==> config.mk <==
export PLATFORM = sky130hd
export DESIGN_NAME = status_led_buzzer_pattern_flat
export DESIGN_NICKNAME = d
export VERILOG_FILES = /design/src/sbp_pkg.sv /design/src/sbp_if.sv /design/src/status_led_buzzer_pattern.sv /design/src/sbp_cfg.sv /design/src/sbp_core.sv /design/src/flat_wrapper.sv
export VERILOG_INCLUDE_DIRS = /design/src /design/src/src
export SDC_FILE = /design/constraint.sdc
export NUM_CORES = 1
export LEC_CHECK = 0
export BUFFER_PORTS_ARGS = -buffer_cell sky130_fd_sc_hd__buf_2
export CORE_UTILIZATION = 60
export DETAILED_ROUTE_END_ITERATION = 8
export GPL_TIMING_DRIVEN = 0
export HOLD_SLACK_MARGIN = 0.15
export PLACE_DENSITY = 0.84
export SLEW_MARGIN = 10
export SYNTH_ARGS = -nofsm -noshare
export SYNTH_HDL_FRONTEND = slang
export SYNTH_SLANG_ARGS = --single-unit
export TNS_END_PERCENT = 10
==> constraint.sdc <==
create_clock -name clk -period 7.1 [get_ports clk]
set_clock_uncertainty 0.2 [all_clocks]
set_input_delay 0 -clock clk [delete_from_list [all_inputs] [get_ports clk]]
set_output_delay 0 -clock clk [all_outputs]
set_load 0.02 [all_outputs]
==> src/status_led_buzzer_pattern_defines.svh <==
// ----------------------------------------------------------------------------
// Status LED / buzzer pattern: assertion macros
// Shared concurrent assertion forms, compiled out for synthesis.
// ----------------------------------------------------------------------------
`ifndef STATUS_LED_BUZZER_PATTERN_DEFINES_SVH
`define STATUS_LED_BUZZER_PATTERN_DEFINES_SVH

`ifndef SYNTHESIS

// Check a property on every rising edge outside reset
`define SLBP_ASSERT(lbl, clk, rst_n, prop) \
	lbl: assert property (@(posedge clk) disable iff (!rst_n) prop) \
		else $error("%m: assertion failed");

// Check that a condition never holds outside reset
`define SLBP_ASSERT_NEVER(lbl, clk, rst_n, cond) \
	lbl: assert property (@(posedge clk) disable iff (!rst_n) !(cond)) \
		else $error("%m: forbidden condition seen");

`else

`define SLBP_ASSERT(lbl, clk, rst_n, prop)
`define SLBP_ASSERT_NEVER(lbl, clk, rst_n, cond)

`endif

`endif

==> src/sbp_pkg.sv <==
// ----------------------------------------------------------------------------
// Status LED / buzzer pattern package
// Field widths, status codes, register map and pattern timing constants.
// ----------------------------------------------------------------------------
`default_nettype none

package sbp_pkg;

	// Payload widths
	localparam int STATUS_W   = 3;
	localparam int INTERVAL_W = 16;

	// Item kinds
	localparam logic KIND_TICK   = 1'b0;
	localparam logic KIND_STATUS = 1'b1;

	// Status codes
	localparam logic [STATUS_W-1:0] ST_NO_FIX   = 3'd0;
	localparam logic [STATUS_W-1:0] ST_FIX      = 3'd1;
	localparam logic [STATUS_W-1:0] ST_ARMED    = 3'd2;
	localparam logic [STATUS_W-1:0] ST_LOW_BATT = 3'd3;
	localparam logic [STATUS_W-1:0] ST_ERROR    = 3'd4;

	// Default width of the millisecond time base
	localparam int TIME_BITS_DEF = 32;

	// Configuration port
	localparam int APB_ADDR_W = 4;
	localparam int APB_DATA_W = 32;
	localparam int REG_IDX_W  = 2;
	localparam logic [REG_IDX_W-1:0] REG_SLOW  = 2'd0;
	localparam logic [REG_IDX_W-1:0] REG_FAST  = 2'd1;
	localparam logic [REG_IDX_W-1:0] REG_RAPID = 2'd2;

	localparam logic [INTERVAL_W-1:0] SLOW_RST  = 16'd500;
	localparam logic [INTERVAL_W-1:0] FAST_RST  = 16'd100;
	localparam logic [INTERVAL_W-1:0] RAPID_RST = 16'd50;

	// Phase counters: 1000 ms and 2000 ms cycles
	localparam int PH_SHORT_W = 10;
	localparam int PH_LONG_W  = 11;
	localparam logic [PH_SHORT_W-1:0] SHORT_LAST = 10'd999;
	localparam logic [PH_LONG_W-1:0]  LONG_LAST  = 11'd1999;

	// Armed: double blink windows on the short phase
	localparam logic [PH_SHORT_W-1:0] ARM_ON1_END   = 10'd80;
	localparam logic [PH_SHORT_W-1:0] ARM_ON2_START = 10'd160;
	localparam logic [PH_SHORT_W-1:0] ARM_ON2_END   = 10'd240;

	// Low battery: triple beep windows on the long phase
	localparam logic [PH_LONG_W-1:0] BEEP1_END   = 11'd100;
	localparam logic [PH_LONG_W-1:0] BEEP2_START = 11'd200;
	localparam logic [PH_LONG_W-1:0] BEEP2_END   = 11'd300;
	localparam logic [PH_LONG_W-1:0] BEEP3_START = 11'd400;
	localparam logic [PH_LONG_W-1:0] BEEP3_END   = 11'd500;

	// Blink intervals handed from the register file to the pattern core
	typedef struct packed {
		logic [INTERVAL_W-1:0] slow;
		logic [INTERVAL_W-1:0] fast;
		logic [INTERVAL_W-1:0] rapid;
	} cfg_t;

endpackage

`default_nettype wire

==> src/sbp_if.sv <==
// ----------------------------------------------------------------------------
// Status LED / buzzer pattern channels
// Valid/ready channels for command items and drive-level results.
// ----------------------------------------------------------------------------
`default_nettype none

interface sbp_cmd_if;
	logic                         valid;
	logic                         ready;
	logic                         kind;
	logic [sbp_pkg::STATUS_W-1:0] status_code;

	modport source (output valid, output kind, output status_code, input ready);
	modport sink (input valid, input kind, input status_code, output ready);
endinterface

interface sbp_drive_if;
	logic valid;
	logic ready;
	logic led;
	logic buzzer;

	modport source (output valid, output led, output buzzer, input ready);
	modport sink (input valid, input led, input buzzer, output ready);
endinterface

`default_nettype wire

==> src/status_led_buzzer_pattern.sv <==
// ----------------------------------------------------------------------------
// Status LED / buzzer pattern generator
// Turns millisecond ticks and status updates into LED and buzzer levels.
// ----------------------------------------------------------------------------
// Usage:
//   cmd   : valid/ready command channel. kind = 0 is a one millisecond tick,
//           kind = 1 sets status_code (0 no fix, 1 fix, 2 armed, 3 low
//           battery, 4 error).
//   drive : valid/ready result channel, one transfer per command with the
//           LED and buzzer levels after that command.
//   APB   : blink intervals in ms at 0x0 (no fix), 0x4 (low battery) and
//           0x8 (error); write only while no command is in flight.
// Path: an accepted command is held in the input register, then its result
//   in the result register.
// Throughput: one command per cycle while drive takes each result; the whole
//   update is one compare of the elapsed time against an interval plus the
//   phase decode, done between the input register and the result register.
// Reset: status no fix, time and phases zero, LED and buzzer off, intervals
//   500/100/50 ms.
// Stall: while drive is held off, the input register still takes one more
//   command, then cmd.ready drops until the result is taken.
// ----------------------------------------------------------------------------
`default_nettype none

`include "status_led_buzzer_pattern_defines.svh"

module status_led_buzzer_pattern #(
	parameter int TIME_BITS = sbp_pkg::TIME_BITS_DEF
) (
	input  wire logic                           clk,
	input  wire logic                           arst_n,
	sbp_cmd_if.sink                             cmd,
	sbp_drive_if.source                         drive,
	input  wire logic                           psel,
	input  wire logic                           penable,
	input  wire logic                           pwrite,
	input  wire logic [sbp_pkg::APB_ADDR_W-1:0] paddr,
	input  wire logic [sbp_pkg::APB_DATA_W-1:0] pwdata,
	output logic      [sbp_pkg::APB_DATA_W-1:0] prdata,
	output logic                                pready
);

	sbp_pkg::cfg_t                cfg;
	logic                         valid_s1;
	logic                         kind_s1;
	logic [sbp_pkg::STATUS_W-1:0] code_s1;
	logic                         adv;
	logic                         proc_en;
	logic                         led_nx, buzzer_nx;
	logic                         out_valid_q, led_q, buzzer_q;

	sbp_cfg u_cfg (
		.clk     (clk),
		.arst_n  (arst_n),
		.psel    (psel),
		.penable (penable),
		.pwrite  (pwrite),
		.paddr   (paddr),
		.pwdata  (pwdata),
		.prdata  (prdata),
		.pready  (pready),
		.cfg     (cfg)
	);

	// Stage advances whenever the result register is free or being drained
	assign adv       = !out_valid_q || drive.ready;
	assign cmd.ready = !valid_s1 || adv;
	assign proc_en   = valid_s1 && adv;

	// Input register
	always_ff @(posedge clk or negedge arst_n) begin
		if (!arst_n) begin
			valid_s1 <= 1'b0;
		end else if (cmd.valid && cmd.ready) begin
			valid_s1 <= 1'b1;
		end else if (adv) begin
			valid_s1 <= 1'b0;
		end
	end

	always_ff @(posedge clk) begin
		if (cmd.valid && cmd.ready) begin
			kind_s1 <= cmd.kind;
			code_s1 <= cmd.status_code;
		end
	end

	sbp_core #(
		.TIME_BITS (TIME_BITS)
	) u_core (
		.clk         (clk),
		.arst_n      (arst_n),
		.en          (proc_en),
		.kind        (kind_s1),
		.status_code (code_s1),
		.cfg         (cfg),
		.led_nx      (led_nx),
		.buzzer_nx   (buzzer_nx)
	);

	// Result register: load on a processed item, drop after the transfer
	always_ff @(posedge clk or negedge arst_n) begin
		if (!arst_n) begin
			out_valid_q <= 1'b0;
		end else if (proc_en) begin
			out_valid_q <= 1'b1;
		end else if (drive.ready) begin
			out_valid_q <= 1'b0;
		end
	end

	always_ff @(posedge clk) begin
		if (proc_en) begin
			led_q    <= led_nx;
			buzzer_q <= buzzer_nx;
		end
	end

	assign drive.valid  = out_valid_q;
	assign drive.led    = led_q;
	assign drive.buzzer = buzzer_q;

	`SLBP_ASSERT(a_ready_when_empty, clk, arst_n, !out_valid_q |-> cmd.ready)
	`SLBP_ASSERT(a_stage_kept, clk, arst_n, valid_s1 && !adv |=> valid_s1)

endmodule

`default_nettype wire

==> src/sbp_cfg.sv <==
// ----------------------------------------------------------------------------
// Status LED / buzzer pattern register file
// APB-style access to the three blink interval registers.
// ----------------------------------------------------------------------------
`default_nettype none

module sbp_cfg (
	input  wire logic                           clk,
	input  wire logic                           arst_n,
	input  wire logic                           psel,
	input  wire logic                           penable,
	input  wire logic                           pwrite,
	input  wire logic [sbp_pkg::APB_ADDR_W-1:0] paddr,
	input  wire logic [sbp_pkg::APB_DATA_W-1:0] pwdata,
	output logic      [sbp_pkg::APB_DATA_W-1:0] prdata,
	output logic                                pready,
	output sbp_pkg::cfg_t                       cfg
);

	logic [sbp_pkg::REG_IDX_W-1:0]  reg_idx;
	logic                           wr_en;
	logic [sbp_pkg::INTERVAL_W-1:0] wdata;
	sbp_pkg::cfg_t                  cfg_q;

	assign pready  = 1'b1;
	assign reg_idx = paddr[sbp_pkg::APB_ADDR_W-1:2];
	assign wr_en   = psel & penable & pwrite;
	assign wdata   = pwdata[sbp_pkg::INTERVAL_W-1:0];

	// Write the addressed interval; other addresses drop the transfer
	always_ff @(posedge clk or negedge arst_n) begin
		if (!arst_n) begin
			cfg_q.slow  <= sbp_pkg::SLOW_RST;
			cfg_q.fast  <= sbp_pkg::FAST_RST;
			cfg_q.rapid <= sbp_pkg::RAPID_RST;
		end else if (wr_en) begin
			unique case (reg_idx)
				sbp_pkg::REG_SLOW:  cfg_q.slow  <= wdata;
				sbp_pkg::REG_FAST:  cfg_q.fast  <= wdata;
				sbp_pkg::REG_RAPID: cfg_q.rapid <= wdata;
				default: ;
			endcase
		end
	end

	// Read back the addressed interval
	always_comb begin
		prdata = '0;
		unique case (reg_idx)
			sbp_pkg::REG_SLOW:  prdata = {{(sbp_pkg::APB_DATA_W-sbp_pkg::INTERVAL_W){1'b0}},
				cfg_q.slow};
			sbp_pkg::REG_FAST:  prdata = {{(sbp_pkg::APB_DATA_W-sbp_pkg::INTERVAL_W){1'b0}},
				cfg_q.fast};
			sbp_pkg::REG_RAPID: prdata = {{(sbp_pkg::APB_DATA_W-sbp_pkg::INTERVAL_W){1'b0}},
				cfg_q.rapid};
			default:            prdata = '0;
		endcase
	end

	assign cfg = cfg_q;

endmodule

`default_nettype wire

==> src/sbp_core.sv <==
// ----------------------------------------------------------------------------
// Status LED / buzzer pattern core
// Holds status, time base and phases; computes the drive levels per item.
// ----------------------------------------------------------------------------
`default_nettype none

`include "status_led_buzzer_pattern_defines.svh"

module sbp_core #(
	parameter int TIME_BITS = sbp_pkg::TIME_BITS_DEF
) (
	input  wire logic                         clk,
	input  wire logic                         arst_n,
	input  wire logic                         en,
	input  wire logic                         kind,
	input  wire logic [sbp_pkg::STATUS_W-1:0] status_code,
	input  wire sbp_pkg::cfg_t                cfg,
	output logic                              led_nx,
	output logic                              buzzer_nx
);

	logic [sbp_pkg::STATUS_W-1:0]   status_q, status_nx;
	logic [TIME_BITS-1:0]           time_q, time_nx, last_q, last_nx, elapsed;
	logic                           flag_q, flag_nx;
	logic [sbp_pkg::PH_SHORT_W-1:0] ph_short_q, ph_short_nx, ph_short_inc;
	logic [sbp_pkg::PH_LONG_W-1:0]  ph_long_q, ph_long_nx, ph_long_inc;
	logic                           led_q, buzzer_q;
	logic [sbp_pkg::INTERVAL_W-1:0] interval;
	logic                           toggle_hit;
	logic                           arm_on, beep_on;

	// Advance time base and wrap the phase counters
	assign time_nx      = time_q + TIME_BITS'(1);
	assign ph_short_inc = (ph_short_q == sbp_pkg::SHORT_LAST) ? '0 :
		ph_short_q + sbp_pkg::PH_SHORT_W'(1);
	assign ph_long_inc  = (ph_long_q == sbp_pkg::LONG_LAST) ? '0 :
		ph_long_q + sbp_pkg::PH_LONG_W'(1);

	// Pick the toggle interval of the current status
	always_comb begin
		unique case (status_q)
			sbp_pkg::ST_LOW_BATT: interval = cfg.fast;
			sbp_pkg::ST_ERROR:    interval = cfg.rapid;
			default:              interval = cfg.slow;
		endcase
	end

	assign elapsed    = time_nx - last_q;
	assign toggle_hit = elapsed >= TIME_BITS'(interval);

	// Fixed pattern windows
	assign arm_on  = (ph_short_inc < sbp_pkg::ARM_ON1_END) ||
		((ph_short_inc >= sbp_pkg::ARM_ON2_START) && (ph_short_inc < sbp_pkg::ARM_ON2_END));
	assign beep_on = (ph_long_inc < sbp_pkg::BEEP1_END) ||
		((ph_long_inc >= sbp_pkg::BEEP2_START) && (ph_long_inc < sbp_pkg::BEEP2_END)) ||
		((ph_long_inc >= sbp_pkg::BEEP3_START) && (ph_long_inc < sbp_pkg::BEEP3_END));

	// Next state for one item
	always_comb begin
		status_nx   = status_q;
		last_nx     = last_q;
		flag_nx     = flag_q;
		ph_short_nx = ph_short_q;
		ph_long_nx  = ph_long_q;
		led_nx      = led_q;
		buzzer_nx   = buzzer_q;
		if (kind == sbp_pkg::KIND_TICK) begin
			ph_short_nx = ph_short_inc;
			ph_long_nx  = ph_long_inc;
			unique case (status_q) inside
				sbp_pkg::ST_NO_FIX, sbp_pkg::ST_LOW_BATT, sbp_pkg::ST_ERROR: begin
					if (toggle_hit) begin
						last_nx = time_nx;
						flag_nx = ~flag_q;
						led_nx  = ~flag_q;
					end
					if (status_q == sbp_pkg::ST_NO_FIX) begin
						buzzer_nx = 1'b0;
					end else if (status_q == sbp_pkg::ST_LOW_BATT) begin
						buzzer_nx = beep_on;
					end else begin
						buzzer_nx = 1'b1;
					end
				end
				sbp_pkg::ST_FIX: begin
					led_nx    = 1'b1;
					buzzer_nx = 1'b0;
				end
				sbp_pkg::ST_ARMED: begin
					led_nx    = arm_on;
					buzzer_nx = 1'b0;
				end
				default: ;
			endcase
		end else if (status_code != status_q) begin
			status_nx = status_code;
			buzzer_nx = 1'b0;
		end
	end

	// Commit state when the item is processed
	always_ff @(posedge clk or negedge arst_n) begin
		if (!arst_n) begin
			status_q   <= sbp_pkg::ST_NO_FIX;
			time_q     <= '0;
			last_q     <= '0;
			flag_q     <= 1'b0;
			ph_short_q <= '0;
			ph_long_q  <= '0;
			led_q      <= 1'b0;
			buzzer_q   <= 1'b0;
		end else if (en) begin
			status_q   <= status_nx;
			if (kind == sbp_pkg::KIND_TICK) begin
				time_q <= time_nx;
			end
			last_q     <= last_nx;
			flag_q     <= flag_nx;
			ph_short_q <= ph_short_nx;
			ph_long_q  <= ph_long_nx;
			led_q      <= led_nx;
			buzzer_q   <= buzzer_nx;
		end
	end

	`SLBP_ASSERT(a_status_change_mutes, clk, arst_n,
		en && (kind == sbp_pkg::KIND_STATUS) && (status_code != status_q) |=> !buzzer_q)
	`SLBP_ASSERT(a_error_tone, clk, arst_n,
		en && (kind == sbp_pkg::KIND_TICK) && (status_q == sbp_pkg::ST_ERROR) |=> buzzer_q)
	`SLBP_ASSERT_NEVER(a_phase_range, clk, arst_n,
		(ph_short_q > sbp_pkg::SHORT_LAST) || (ph_long_q > sbp_pkg::LONG_LAST))

endmodule

`default_nettype wire
==> src/flat_wrapper.sv <==
// flat-port wrapper written by rule: the top's interface ports become plain ports
module status_led_buzzer_pattern_flat 
#(
	parameter int TIME_BITS = sbp_pkg::TIME_BITS_DEF
)
  (clk, arst_n, psel, penable, pwrite, paddr, pwdata, prdata, pready, cmd_valid, cmd_kind, cmd_status_code, cmd_ready, drive_valid, drive_led, drive_buzzer, drive_ready);
  sbp_cmd_if cmd_i ();
  sbp_drive_if drive_i ();
  input  wire logic clk;
  input  wire logic arst_n;
  input  wire logic psel;
  input  wire logic penable;
  input  wire logic pwrite;
  input  wire logic [sbp_pkg::APB_ADDR_W-1:0] paddr;
  input  wire logic [sbp_pkg::APB_DATA_W-1:0] pwdata;
  output logic      [sbp_pkg::APB_DATA_W-1:0] prdata;
  output logic pready;
  input wire logic [$bits(cmd_i.valid)-1:0] cmd_valid;
  input wire logic [$bits(cmd_i.kind)-1:0] cmd_kind;
  input wire logic [$bits(cmd_i.status_code)-1:0] cmd_status_code;
  output wire logic [$bits(cmd_i.ready)-1:0] cmd_ready;
  output wire logic [$bits(drive_i.valid)-1:0] drive_valid;
  output wire logic [$bits(drive_i.led)-1:0] drive_led;
  output wire logic [$bits(drive_i.buzzer)-1:0] drive_buzzer;
  input wire logic [$bits(drive_i.ready)-1:0] drive_ready;
  assign cmd_i.valid = cmd_valid;
  assign cmd_i.kind = cmd_kind;
  assign cmd_i.status_code = cmd_status_code;
  assign cmd_ready = cmd_i.ready;
  assign drive_valid = drive_i.valid;
  assign drive_led = drive_i.led;
  assign drive_buzzer = drive_i.buzzer;
  assign drive_i.ready = drive_ready;
  status_led_buzzer_pattern #(.TIME_BITS(TIME_BITS)) u_core (.clk(clk), .arst_n(arst_n), .cmd(cmd_i), .drive(drive_i), .psel(psel), .penable(penable), .pwrite(pwrite), .paddr(paddr), .pwdata(pwdata), .prdata(prdata), .pready(pready));
endmodule
* Yosys cells after proc, flatten, opt, wreduce, memory -nomap -nowiden *
Index checks and enable logic that the tools add are counted.

storage, ports and cells
  flip-flop bits (word level) = 147
  input port bits = 47
  output and inout bits = 37
  word-level logic and storage cells = 83

operators by class
  $add $sub $neg = 4
  $lt $le $gt $ge = 9
  equality and inequality tests = 9
  muxes and demuxes = 16
  bitwise operators = 4
  reduce and logical (&&, ||, !) cells = 24

operator list
  kind                   number
  $pmux 16 s3            1
  $add 32x1->32 const B  1
  $ge 32x16->1           1
  $pmux 16 s2            1
  $sub 32x32->32         1
  $lt 11x9->1 const B    2
  $add 11x1->11 const B  1
  $eq 11x11->1 const B   1
  $ge 11x8->1 const B    1
  $ge 11x9->1 const B    1
  $lt 11x7->1 const B    1
  $mux 11                1
  $add 10x1->10 const B  1
  $eq 10x10->1 const B   1
  $ge 10x8->1 const B    1
  $lt 10x7->1 const B    1
  $lt 10x8->1 const B    1
  $mux 1                 10
  $mux 10                1
  $reduce_and 2->1       4
  $eq 3x2->1 const B     2
  $logic_and 1x1->1      5
  $logic_or 1x1->1       5
  $reduce_and 4->1       1
  16 further kinds       20

* Depth between registers and ports, before layout *
  depth in word-level cells = 10
  gate-level depth with buffers = 25
  gate-level depth less buffers = 23

* Cells and area by module *
Synthesis repeated with hierarchy kept, for this count alone.

second synthesis, totals
  cell total of the unflattened synthesis = 1,080
  area total of the unflattened synthesis = 10,430.0 um2

by module, submodules not included
  module                     instances  cells each  area an instance (um2)  seq. area each (um2)
  sbp_core                   1          888         7,798.7                 2,277.2
  sbp_cfg                    1          178         2,347.3                 1,216.2
  status_led_buzzer_pattern  1          14          284.0                   230.2

* Worst setup path before layout *
Ideal clock, no wire load.

  path kind = reg2reg
  start point = reg u_core.u_core.time_q[0]
  end point = reg u_core.u_core.last_q[10]
  setup time = 125 ps
  arrival time = 4,879 ps
  data required time = 6,775 ps
  setup slack = 1,896 ps
  stages on the path, launching flop included = 22
  path buffers = 3
  period minus slack after synthesis = 5,204 ps
  path through = dfrtp_1 -> ha_1 -> nand3_1 -> nor2_1 -> and3_2 -> nand3_1 -> nor4_1 -> and3_2 -> nand3_1 -> nor2_1 -> xor2_1 -> ha_1 -> clkbuf_8 -> a21oi_1 -> o21ai_0 -> or3_2 -> a2111oi_2 -> and4_1 -> buf_6 -> nor3_4 -> buf_12 -> mux2_4

between the ends
  longest elaborated chain between the ends = 4

RTL lines
  item                                 RTL line         RTL
  start: declaration                   sbp_core.sv:23   logic [TIME_BITS-1:0] time_q, time_nx, last_q, last_nx, elapsed;
  start signal: assignment             sbp_core.sv:115  time_q <= time_nx;
  $add 32x1->32                        sbp_core.sv:33   assign time_nx = time_q + TIME_BITS'(1);
  named net u_core.u_core.time_nx[28]  sbp_core.sv:23
  $sub 32x32->32                       sbp_core.sv:48   assign elapsed = time_nx - last_q;
  $ge 32x16->1                         sbp_core.sv:49   assign toggle_hit = elapsed >= TIME_BITS'(interval);
  $reduce_and 4->1 (no source line)    -
  end signal: assignment               sbp_core.sv:117  last_q <= last_nx;
  end: declaration                     sbp_core.sv:23

The timed path passes the listed nets, and every way through them passes these cells.
A chain may end at the register's enable or synchronous reset.

* Worst setup path after layout *
  start point = reg u_core.u_core.time_q[0]
  end point = reg u_core.u_core.last_q[28]

The elaborated chain is that of the path after synthesis.

==> results by group <==
Status
  • Status: finished, final reports clean

Timing
  • Slack of the critical path: 718 ps
  • TNS Setup: 0 ps
  • Setup violators final: 0
  • Max Slew Vio Count: 0
  • Post-layout min period: about 6400 ps
  • Final period util: 89.9%
  • Final-report hold violation count: 0
  • Achievable frequency: approximately 0.16 GHz
  • Worst slew pin tran: 927 ps
  • RSZ-0062 raised after global routing: no
  • Slew headroom: 38.2%
  • Final hold slack: 168 ps

Synth
  • Synth Register Bits: ~150
  • Seq/Total Area, Yosys: 35.8%
  • Dominant cell type by area after synthesis: dfrtp_1
  • Yosys warns: 0
  • Top cells by area, synth: dfrtp_1, ha_1, mux2_2
  • Post-Syn Area: 10,400 um^2
  • Number of synthesized flops with an enable pin: 6
  • Post-synth top area share: 31.0%
  • Post-Synthesis Cells: roughly 1.1k
  • Avg Inst Size Synth: 9.44 um^2
  • Count of cell types in the netlist: 87
  • Ys flop type: dfrtp_1
  • Ys async rst share: 95.9%

Power and ir drop
  • Leak: 0.00554 uW
  • Clk pwr share: between 20 and 25%
  • Power Dens Cells: 351 nW/um^2
  • Sw frac: 41.1%
  • Pwr Total: 4210 uW
  • Worst VDD drop: 0.298 mV
  • Sequential Power Share: 26.6%
  • Sw power: 1730 uW
  • Cell-internal power: 2480 uW
  • Comb pwr share: 50.9%

Critical path
  • Crit. End Element: flip-flop
  • Cells along the critical path: nand3_1 > nor3_1 > nand4_1 > nor2_1 > nand3_1 > nor2_1 > and3_1 > nand3_1 > xnor2_1 > ha_1 > clkbuf_2 > a21o_1 > a21oi_1 > o21ai_0 > or3_2 > a2111oi_2 > and4_1 > buf_6 > nor3_4 > buf_12 > mux2_4
  • WP data arrival: 6500 ps
  • Critical Path RT: about 7000 ps
  • Largest delay share family, worst path: simple AND/OR/NAND/NOR gates
  • Crit path launch type: flip-flop
  • WS Path Type: reg -> reg
  • CP max stage cell: nor3_1
  • Crit-path max cell delay: 630 ps
  • Worst path most repeated cell: nand3_1
  • Crit-path max FO: 10
  • Worst Path Buf+Inv: 3

Job
  • Max-Cap Viols: 0

Layout
  • Most frequent cells in the layout: dfrtp_1, nand2_1, o21ai_0, nor2_1, xnor2_1
  • # nets final: 1,320
  • Area growth from synthesis to layout: 15.5%
  • Final antenna diode count: 0
  • Final cell count without fillers: about 1.5k
  • Multi-input combinational cell area: 6060 um^2
  • # fillers: 1,159
  • Share of layout cells above drive strength 1: between 10% and 20%
  • Register area: 3720 um^2
  • Most common cell after layout, fill and taps aside: dfrtp_1

Clocking
  • Clk_lat worst skew: 430 ps
  • Root Driver: clkbuf_16
  • Setup repair bufs after CTS: 0
  • Hold-fix buffers, CTS: 36
  • Clock sink count: between 100 and 150
  • H-tree depth: 4
  • CTS max path bufs: 2
  • Clock-pin slew on the worst setup and hold paths: 70 ps
  • Post-CTS Resized: 0
  • Inserted Clock Buffers: 17
  • CTS tree: done

Place
  • Dpl cells: between 1k and 1.5k
  • DP HPWL: 17,400 um
  • Pre-CTS setup slack: 914 ps
  • PortBufs: 48
  • RD Place Congestion: ~0.94

Detailed routing
  • DRT Pass-1 Iters: 6
  • DRC errors left: 0
  • Routed via count: 8,936
  • Routed length per instance: 18.2 um
  • Via density: between 6 and 7
  • Initial DRC count: 734
  • Routed WL: 26,500 um
  • Antenna viol nets, final: 0

Floorplan
  • Boundary Pins: between 80 and 90
  • Die width: about 130 um
  • Core box area: 16,800 um^2
  • Starting density of the core: 62.0%
  • Row cnt: 47
  • Die height: 134 um
  • Die ar.: 17,900 um^2

Global route
  • Vias in the first global route: 8,860
  • Initial antenna violation count: 0
  • Gr usage total: 30.5%
  • Largest net degree at the start of global routing: 85
  • First-pass GRT wire length: between 40,000 and 50,000 um
  • Grt total ovfl: 0

Worst hold path
  • Hold Crit Class: in -> reg
-- routing by layer --
metal	wire length (um)	global-route usage (%)	vias up	share of wire, %
met5	0	0	-	0
met1	10900	37.5	4311	41
met4	977	13.8	0	3.7
met2	13000	51.6	379	49
met3	1680	6.47	91	6.3
li1	-	-	4155	-
-- final timing paths --
kind / start / endpoint / slack (ps) / cells after the start
setup / recovery: u_core.u_core.time_q[0] / u_core.u_core.last_q[28] / 720 / 21
hold / removal: pwdata[4] / u_core.u_cfg.cfg[36] / 170 / 3
setup reg to reg: u_core.u_core.time_q[0] / u_core.u_core.last_q[28] / 720 / 21
hold reg to reg: u_core.u_core.time_q[31] / u_core.u_core.time_q[31] / 290 / 1
max in group asynchronous: arst_n / u_core.u_cfg.cfg[1] / 5720 / 4
min in group asynchronous: arst_n / u_core.u_cfg.cfg[22] / 520 / 3
-- synthesized netlist by cell type (all sizes together), types with 33 or more instances --
cell type    n
ha          51
o21ai       74
inv         44
clkbuf      46
mux2        81
dfrtp      129
xor2        42
xnor2       55
nand3       33
a21oi       50
nor2        61
nand2      128
-- power by group through the flow --
stage	registers (uW)	logic, uW	clock network, uW
2_1_floorplan	1090	1580	0
3_3_place_gp	1110	1930	0
3_5_place_dp	1120	2020	0
4_1_cts	1110	2080	950
5_1_grt	1130	2370	993
6_report	1120	2140	950
-- metrics by stage --
step	utilization (%)	area [um^2]
2_1_floorplan	-	10500
3_3_place_gp	65.4	11000
3_5_place_dp	65.7	11000
4_1_cts	71.6	12000
5_1_grt	71.7	12000
6_report	71.7	12000
-- worst register-to-register path: cells and delay by family (launching register included) --
kind,cells,cell delay (ps)
simple gates,11,3260
buf+inv,3,530
mux,1,300
xor+xnor,1,330
fa+ha+maj,1,310
compound gates,4,850
flops,1,480
-- layout make-up --
class,instances,area share [%]
clock inverter,13,1.29
inverter,44,1.37
sequential,147,31.0
buffer,74,4.28
timing repair buffer,85,5.46
clock buffer,19,3.86
tap,220,2.29
multi-input combinational,852,50.4
-- flip-flops by register name (all words and copies together) (netlist names), 3 cells and up --
name                      flops
u_core.u_core.ph_long_q      11
u_core.u_cfg.cfg             48
u_core.u_core.last_q         32
u_core.u_core.ph_short_q     10
u_core.u_core.status_q        3
u_core.code_s1                3
u_core.u_core.time_q         32
-- cells by family after synthesis --
family | count (synthesis) | share of synthesized area (%)
buf+inv | 118 | 6.53
compound gates | 239 | 14.8
flops | 147 | 35.8
xor+xnor | 97 | 8.17
fa+ha+maj | 52 | 6.33
mux | 106 | 12.2
simple gates | 341 | 16.1
other cells | 2 | 0.0722
Note: power is estimated with default switching activity, not from simulation.
